### config.mk
export PLATFORM = sky130hd
export DESIGN_NAME = fir_decimate_by_two_core
export DESIGN_NICKNAME = d
export VERILOG_FILES = /design/src/rtl/fdb_pkg.sv /design/src/rtl/fdb_history.sv /design/src/rtl/fdb_mac.sv /design/src/rtl/fir_decimate_by_two_core.sv
export SDC_FILE = /design/constraint.sdc
export NUM_CORES = 2
export LEC_CHECK = 0
export BUFFER_PORTS_ARGS = -buffer_cell sky130_fd_sc_hd__buf_4
export CAP_MARGIN = 20
export CORE_MARGIN = 5
export CORE_UTILIZATION = 42
export DETAILED_ROUTE_END_ITERATION = 16
export PLACE_DENSITY = 0.62
export SLEW_MARGIN = 20
export SYNTH_ARGS = -nofsm -noshare
export SYNTH_HDL_FRONTEND = slang
export SYNTH_SLANG_ARGS = --single-unit
export TNS_END_PERCENT = 30
### constraint.sdc
create_clock -name clk_i -period 7.45 [get_ports clk_i]
set_input_delay 1.1175 -clock clk_i [delete_from_list [all_inputs] [get_ports clk_i]]
set_output_delay 1.1175 -clock clk_i [all_outputs]
set_load 0.05 [all_outputs]
### src/rtl/fdb_pkg.sv
`timescale 1ns / 1ps
// ----------------------------------------------------------------------------
// fdb_pkg: shared definitions for the decimating FIR filter
// Holds the field widths, the low-pass design table, the coefficient ROM
// builder and the control word that travels with each tap through the MAC.
// ----------------------------------------------------------------------------
package fdb_pkg;

  localparam int SAMPLE_W  = 16;
  localparam int OUT_W     = 17;
  localparam int ROM_DEPTH = 64;
  localparam int ROM_AW    = 6;
  localparam int ROM_W     = 32;
  localparam int OUT_MAX   = 65535;
  localparam int OUT_MIN   = -65536;

  // First half of the symmetric low-pass design, in units of 1e-6.
  localparam int DesignMicro [ROM_DEPTH/2] = '{
    632, -432, -893, 261, 1339, 93, -1955, -834,
    2608, 2142, -3035, -4119, 2866, 6725, -1658, -9740,
    -1047, 12738, 5683, -15076, -12640, 15876, 22328, -13922,
    -35455, 7242, 53958, 8633, -85114, -51212, 178146, 415860
  };

  typedef logic [ROM_DEPTH-1:0][ROM_W-1:0] rom_t;

  // Control word that accompanies one tap through the multiply-accumulate.
  typedef struct packed {
    logic valid;
    logic first;
    logic last;
  } mac_ctl_t;

  // Builds the full symmetric table scaled to Q1.(coef_bits-1), rounded to
  // nearest with ties away from zero.
  function automatic rom_t build_rom(int coef_bits);
    rom_t   rom;
    int     k;
    longint micro;
    longint mag;
    longint q;
    for (int i = 0; i < ROM_DEPTH; i++) begin
      k     = (i < ROM_DEPTH/2) ? i : (ROM_DEPTH - 1 - i);
      micro = longint'(DesignMicro[k]);
      mag   = (micro < 0) ? -micro : micro;
      q     = ((mag << (coef_bits - 1)) + 64'd500000) / 64'd1000000;
      if (micro < 0) begin
        q = -q;
      end
      rom[i] = q[ROM_W-1:0];
    end
    return rom;
  endfunction

endpackage

### src/rtl/fdb_history.sv
`timescale 1ns / 1ps
// ----------------------------------------------------------------------------
// fdb_history: circular sample history
// One write port and one registered read port. A fill count stands in for
// the reset clear: entries not yet written read back as zero.
// ----------------------------------------------------------------------------
module fdb_history import fdb_pkg::*; #(
  parameter int TAPS = 64,
  parameter int AW   = 6
) (
  input  logic                       clk_i,
  input  logic                       rst_ni,
  input  logic                       wr_en_i,
  input  logic [AW-1:0]              wr_addr_i,
  input  logic signed [SAMPLE_W-1:0] wr_data_i,
  input  logic [AW-1:0]              rd_addr_i,
  output logic signed [SAMPLE_W-1:0] rd_data_o
);

  localparam int FW = $clog2(TAPS + 1);

  logic signed [SAMPLE_W-1:0] mem [TAPS];
  logic signed [SAMPLE_W-1:0] rd_data_q;
  logic                       rd_ok_q;
  logic [FW-1:0]              fill_q;
  logic [FW-1:0]              fill_d;

  // Writes go in pointer order from zero, so an entry holds data once its
  // index is below the fill count.
  always_comb begin
    fill_d = fill_q;
    if (wr_en_i && (fill_q != FW'(TAPS))) begin
      fill_d = fill_q + 1'b1;
    end
  end

  always_ff @(posedge clk_i or negedge rst_ni) begin
    if (!rst_ni) begin
      fill_q  <= '0;
      rd_ok_q <= 1'b0;
    end else begin
      fill_q  <= fill_d;
      rd_ok_q <= (FW'(rd_addr_i) < fill_q);
    end
  end

  always_ff @(posedge clk_i) begin
    if (wr_en_i) begin
      mem[wr_addr_i] <= wr_data_i;
    end
    rd_data_q <= mem[rd_addr_i];
  end

  assign rd_data_o = rd_ok_q ? rd_data_q : '0;

endmodule

### src/rtl/fdb_mac.sv
`timescale 1ns / 1ps
// ----------------------------------------------------------------------------
// fdb_mac: shared multiply-accumulate unit
// Looks up the tap coefficient, multiplies it by the history sample and
// accumulates over one pass of taps. Three register stages.
// ----------------------------------------------------------------------------
module fdb_mac import fdb_pkg::*; #(
  parameter int COEF_BITS = 16,
  parameter int AW        = 6,
  parameter int ACC_W     = 38
) (
  input  logic                       clk_i,
  input  logic                       rst_ni,
  input  mac_ctl_t                   ctl_i,
  input  logic [AW-1:0]              tap_i,
  input  logic signed [SAMPLE_W-1:0] sample_i,
  output logic signed [ACC_W-1:0]    acc_o,
  output logic                       done_o
);

  localparam rom_t CoefRom = build_rom(COEF_BITS);
  localparam int   TW      = ((AW > ROM_AW) ? AW : ROM_AW) + 1;
  localparam int   PW      = SAMPLE_W + COEF_BITS;

  logic [TW-1:0]               tap_ext;
  logic signed [COEF_BITS-1:0] coef_d;
  logic signed [COEF_BITS-1:0] coef_q;
  logic signed [PW-1:0]        prod_q;
  logic signed [ACC_W-1:0]     acc_q;
  mac_ctl_t                    ctl1_q;
  mac_ctl_t                    ctl2_q;
  logic                        done_q;

  // Taps beyond the table use a zero coefficient.
  always_comb begin
    tap_ext = TW'(tap_i);
    coef_d  = '0;
    if (tap_ext < TW'(ROM_DEPTH)) begin
      coef_d = CoefRom[tap_ext[ROM_AW-1:0]][COEF_BITS-1:0];
    end
  end

  always_ff @(posedge clk_i or negedge rst_ni) begin
    if (!rst_ni) begin
      ctl1_q <= '0;
      ctl2_q <= '0;
      done_q <= 1'b0;
    end else begin
      ctl1_q <= ctl_i;
      ctl2_q <= ctl1_q;
      done_q <= ctl2_q.valid && ctl2_q.last;
    end
  end

  always_ff @(posedge clk_i) begin
    coef_q <= coef_d;
    prod_q <= sample_i * coef_q;
    if (ctl2_q.valid) begin
      if (ctl2_q.first) begin
        acc_q <= ACC_W'(prod_q);
      end else begin
        acc_q <= acc_q + ACC_W'(prod_q);
      end
    end
  end

  assign acc_o  = acc_q;
  assign done_o = done_q;

endmodule

### src/rtl/fir_decimate_by_two_core.sv
`timescale 1ns / 1ps
// ----------------------------------------------------------------------------
// fir_decimate_by_two_core: 64-tap low-pass FIR with decimation by two
// Circular history, one shared multiply-accumulate unit and a sequencer.
// ----------------------------------------------------------------------------
// Each accepted request carries one signed 16-bit sample. The sample is
// written into a circular history of TAPS entries (cleared at reset), and the
// sequencer then walks the taps from the newest sample back, feeding one tap
// per cycle into a single multiply-accumulate unit whose coefficients are
// fixed Q1.(COEF_BITS-1) low-pass values. A request keeps the input stalled
// until its pass is through, so no new request is taken before the last one
// is done, whether its result is kept or discarded; the length of the pass
// is set by the one multiplier, which handles one tap per cycle, plus the
// history read, product and accumulate registers that the last tap has to
// pass before the sum is final. The input stalls for the whole pass. Only
// the first, third, fifth request and so on produce a result: the sum is
// rounded to nearest (ties upward) into sample units and saturated to
// -65536..65535. Results sit in an output register, so a new request is
// accepted while an earlier result still waits downstream; if the next
// result is ready before that one is taken, the block holds it and stalls
// the input until the output register frees up.
// ----------------------------------------------------------------------------
module fir_decimate_by_two_core import fdb_pkg::*; #(
  parameter int TAPS      = 64,
  parameter int COEF_BITS = 16
) (
  input  logic                       clk_i,
  input  logic                       rst_ni,
  input  logic                       in_valid_i,
  output logic                       in_stall_o,
  input  logic signed [SAMPLE_W-1:0] sample_i,
  output logic                       out_valid_o,
  input  logic                       out_stall_i,
  output logic signed [OUT_W-1:0]    filtered_o
);

  localparam int AW    = $clog2(TAPS);
  localparam int ACC_W = SAMPLE_W + COEF_BITS + $clog2(TAPS);
  localparam int SH    = COEF_BITS - 1;
  localparam int RW    = ACC_W + 1 - SH;

  localparam logic signed [RW-1:0] OutMax = RW'(OUT_MAX);
  localparam logic signed [RW-1:0] OutMin = RW'(OUT_MIN);

  typedef enum logic [3:0] {
    S_IDLE = 4'b0001,
    S_RUN  = 4'b0010,
    S_WAIT = 4'b0100,
    S_HOLD = 4'b1000
  } state_e;

  state_e   state_q, state_d;
  logic [AW-1:0] wp_q, wp_d;
  logic [AW-1:0] rd_addr_q, rd_addr_d;
  logic [AW-1:0] cnt_q, cnt_d;
  logic          phase_q, phase_d;
  logic          out_valid_q, out_valid_d;
  logic signed [OUT_W-1:0] out_q, out_d;

  logic                       accept;
  logic                       out_free;
  logic                       load_out;
  logic                       last_tap;
  mac_ctl_t                   ctl;
  logic signed [SAMPLE_W-1:0] hist_data;
  logic signed [ACC_W-1:0]    acc;
  logic                       mac_done;
  logic signed [ACC_W:0]      acc_bias;
  logic signed [RW-1:0]       rounded;
  logic signed [OUT_W-1:0]    saturated;

  assign accept   = in_valid_i && (state_q == S_IDLE);
  assign out_free = !out_valid_q || !out_stall_i;
  assign last_tap = (cnt_q == AW'(TAPS - 1));

  assign ctl.valid = (state_q == S_RUN);
  assign ctl.first = (cnt_q == '0);
  assign ctl.last  = last_tap;

  fdb_history #(
    .TAPS (TAPS),
    .AW   (AW)
  ) u_history (
    .clk_i     (clk_i),
    .rst_ni    (rst_ni),
    .wr_en_i   (accept),
    .wr_addr_i (wp_q),
    .wr_data_i (sample_i),
    .rd_addr_i (rd_addr_q),
    .rd_data_o (hist_data)
  );

  fdb_mac #(
    .COEF_BITS (COEF_BITS),
    .AW        (AW),
    .ACC_W     (ACC_W)
  ) u_mac (
    .clk_i    (clk_i),
    .rst_ni   (rst_ni),
    .ctl_i    (ctl),
    .tap_i    (cnt_q),
    .sample_i (hist_data),
    .acc_o    (acc),
    .done_o   (mac_done)
  );

  // Round half up: add half a unit, then an arithmetic shift floors.
  always_comb begin
    acc_bias  = (ACC_W + 1)'(acc) + ((ACC_W + 1)'(1) <<< (SH - 1));
    rounded   = RW'(acc_bias >>> SH);
    saturated = rounded[OUT_W-1:0];
    if (rounded > OutMax) begin
      saturated = OutMax[OUT_W-1:0];
    end else if (rounded < OutMin) begin
      saturated = OutMin[OUT_W-1:0];
    end
  end

  always_comb begin
    state_d   = state_q;
    wp_d      = wp_q;
    rd_addr_d = rd_addr_q;
    cnt_d     = cnt_q;
    phase_d   = phase_q;
    load_out  = 1'b0;
    unique case (state_q)
      S_IDLE: begin
        if (accept) begin
          rd_addr_d = wp_q;
          wp_d      = (wp_q == AW'(TAPS - 1)) ? '0 : wp_q + 1'b1;
          cnt_d     = '0;
          phase_d   = !phase_q;
          state_d   = S_RUN;
        end
      end
      S_RUN: begin
        rd_addr_d = (rd_addr_q == '0) ? AW'(TAPS - 1) : rd_addr_q - 1'b1;
        cnt_d     = cnt_q + 1'b1;
        if (last_tap) begin
          state_d = S_WAIT;
        end
      end
      S_WAIT: begin
        if (mac_done) begin
          if (!phase_q) begin
            state_d = S_IDLE;
          end else if (out_free) begin
            load_out = 1'b1;
            state_d  = S_IDLE;
          end else begin
            state_d = S_HOLD;
          end
        end
      end
      S_HOLD: begin
        if (out_free) begin
          load_out = 1'b1;
          state_d  = S_IDLE;
        end
      end
      default: begin
        state_d = S_IDLE;
      end
    endcase
  end

  always_comb begin
    out_valid_d = out_valid_q;
    out_d       = out_q;
    if (load_out) begin
      out_valid_d = 1'b1;
      out_d       = saturated;
    end else if (out_valid_q && !out_stall_i) begin
      out_valid_d = 1'b0;
    end
  end

  always_ff @(posedge clk_i or negedge rst_ni) begin
    if (!rst_ni) begin
      state_q     <= S_IDLE;
      wp_q        <= '0;
      rd_addr_q   <= '0;
      cnt_q       <= '0;
      phase_q     <= 1'b0;
      out_valid_q <= 1'b0;
    end else begin
      state_q     <= state_d;
      wp_q        <= wp_d;
      rd_addr_q   <= rd_addr_d;
      cnt_q       <= cnt_d;
      phase_q     <= phase_d;
      out_valid_q <= out_valid_d;
    end
  end

  always_ff @(posedge clk_i) begin
    out_q <= out_d;
  end

  assign in_stall_o  = (state_q != S_IDLE);
  assign out_valid_o = out_valid_q;
  assign filtered_o  = out_q;

endmodule

==> reports/qor.yml <==
status:
  outcome: "finished clean"
route:
  wl_met1_um: 61300
  drt-vias-per-instance: 5.55
  top_layer: "met4"
  ant_nets: 0
  wl_per_cell_um: 23.1
  wl_met2_um: 67300
  wl_um: 141000
  via_count: 33951
  met3RoutedLength_um: 9460
  drc: 0
  first_pass_iters: 5
  dr.first_iter.drc_count: 2801
setup_path:
  crit_type: "reg2reg"
  cp.arrival_ns: 7.55
  path_buf_inv: 4
  r2r_slack_ns: 0.55
  rr_startpoint: "u_history.rd_ok_q"
  cpMostUsedCell: "fa_1"
  reg2reg_depth: 22
  crit_path_max_incr_delay_ns: 0.64
  endpoint_kind: "flop"
  required_ns: 8.10
  cpMaxStageDelayCell: "dfrtp_2"
  worst-path-stages: 22
  worstPathMaxFanout: 31
  start_kind: "flop"
  worstPathCellList: "buf_4 -> and2_1 -> nand2_1 -> fa_1 -> fa_1 -> inv_1 -> fa_1 -> fa_1 -> fa_1 -> inv_1 -> fa_1 -> inv_1 -> ha_1 -> and3_1 -> a221oi_1 -> o22ai_1 -> a211oi_1 -> o31ai_1 -> a211oi_1 -> o21bai_1 -> a21oi_1 -> xnor2_1"
  critical-path-top-delay-family: "adder cells"
  r2r-end: "u_mac.prod_q[30]"
cts:
  cts_tree: "built"
  path_clk_slew_ns: 0.06
  clk_path_buf_depth: 3
  cts_sinks: 1181
  post_cts_buffers: 0
  numCtsBuffers: 118
  cts_hold_buf: 0
  cts_resized: 0
  clk_latency_ns: 0.75
  root_buffer: "clkbuf_16"
  htree_levels: 3
sta:
  period_needed_ns: 6.90
  clock_skew_ns: 0.0721
  max_freq_ghz: 0.145
  slew_headroom_pct: 27.8
  finalHoldViolations: 0
  setup_viol: 0
  fin_tns_setup_ns: 0
  fin_crit_sh_pct: 92.6
  worst_pin_slew_ns: 1.07
  rsz0062_at_grt: "false"
  slew_violations: 0
yosys:
  postSynthAreaPerCell_um2: 14.4
  synthDistinctLibCells: 88
  yosysTopAreaCell: "edfxtp_1"
  synth_edf_count: 1079
  syn_inst: 4075
  ys_seq_elements: 1181
  yosysSeqAreaShare_pct: 59.1
  ys_async_sr_fraction_pct: 3.30
  netlist_area_um2: 58600
  syn_nets: 4498
  synth_top_cell_area_share_pct: 55.3
  yosysWarnings: 0
  synth_ff_type: "edfxtp_1"
  synth.area.top_cells: "edfxtp_1 (55%), fa_1 (9.0%), mux4_2 (6.4%), mux2i_1 (3.6%), ha_1 (3.0%)"
min_path:
  min_from: "u_mac.ctl1_q[2]"
  min_to: "u_mac.ctl2_q[2]"
  hp-class: "reg2reg"
  hold_depth: 0
placed_design:
  portBuffers: 38
  dp.final_hpwl_um: 89100
  routabilityCongestion: 0.875
layout:
  fill_cells: 11970
  final_common_cell: "edfxtp_1"
  final_cell_mix: "edfxtp_1 (1079), inv_1 (345), fa_1 (264)"
  syn_to_final_growth_pct: 11.4
  fin_nets: 4564
  drive_gt1_share_pct: 12.9
global_routing:
  grt_pass1_vias: 33671
  overflow: 0
  grt_pass1_wl_um: 212000
  grt_max_degree: 83
  grtUsageTotal_pct: 19.0
  antenna_found_initial: 3
floorplanning:
  rows: 137
  fp.dieH_um: 383
  die-area_um2: 147000
  pin_count: 39
  coreArea_um2: 139000
  start_util_pct: 42.1
  fp.dieW_um: 383
run:
  cap_violations: 0
==> metal layers <==
metal	track usage (%)	vias to the layer above
met2	30.8	1091
met3	3.72	180
met5	0	-
li1	-	15265
met1	26.6	17415
met4	4.78	0
==> cells by family after synthesis <==
logic type,synth area share [%]
xor gates and xnor gates,1.27
buffers and inverters,3.70
muxes,10.2
DFF,59.1
adders and majority gates,12.0
and+or+nand+nor,7.02
AOI/OAI and AO/OA,6.64
==> state kept, by name, indices dropped and copies added, names as in the netlist, 4 cells and up <==
register             flops
u_history.mem         1024
filtered_o              17
cnt_q                    6
rd_addr_q                6
wp_q                     6
u_mac.prod_q            32
state_q                  4
u_mac.acc_o             38
u_history.rd_data_q     16
u_history.fill_q         7
u_mac.coef_q            15
==> how the worst max path moves through the flow <==
stage	from	endpoint	slack, ns
after floorplan	u_history.rd_ok_q	u_mac.prod_q[31]	1.07
after global placement	u_history.rd_ok_q	u_mac.prod_q[30]	0.72
after detailed placement	u_history.rd_ok_q	u_mac.prod_q[30]	0.59
after CTS	u_history.rd_ok_q	u_mac.prod_q[30]	0.62
after global routing	u_history.rd_ok_q	u_mac.prod_q[30]	0.20
final	u_history.rd_ok_q	u_mac.prod_q[30]	0.55
==> synthesized netlist by cell type (all sizes together), types with 89 or more instances <==
cell type / count
o221ai: 89
ha: 139
edfxtp: 1079
mux4: 167
fa: 264
mux2i: 211
and3: 141
clkbuf: 142
nand2: 242
inv: 345
o21ai: 167
a21oi: 144
nor2: 270
==> area by class of cell <==
cell class | count | area, µm² | area share, %
Multi-Input combinational cell | 2343 | 21800 | 33.4
Tap cell | 1876 | 2350 | 3.60
Antenna cell | 4 | 10.0 | 0.0153
Clock buffer | 152 | 3200 | 4.91
Inverter | 346 | 1300 | 1.99
Clock inverter | 67 | 762 | 1.17
Timing Repair Buffer | 151 | 1180 | 1.81
Sequential cell | 1181 | 34700 | 53.1
==> stage by stage <==
| stage | setup slack [ns] | area [µm²] | hold slack, ns | utilization (%) | std cells |
|---|---|---|---|---|---|
| 2_1_floorplan | 1.07 | 58600 | 0.331 | - | 4075 |
| 3_3_place_gp | 0.721 | 61300 | 0.333 | 44.1 | 5897 |
| 3_5_place_dp | 0.591 | 61300 | 0.336 | 44.1 | 5897 |
| 4_1_cts | 0.620 | 65300 | 0.325 | 46.9 | 6116 |
| 5_1_grt | 0.204 | 65300 | 0.355 | 46.9 | 6116 |
| 6_report | 0.555 | 65300 | 0.345 | 46.9 | 6120 |
Power is left out: the tool's default activity adds up to more than one toggle a clock period on the data nets, which glitch-free logic cannot reach.
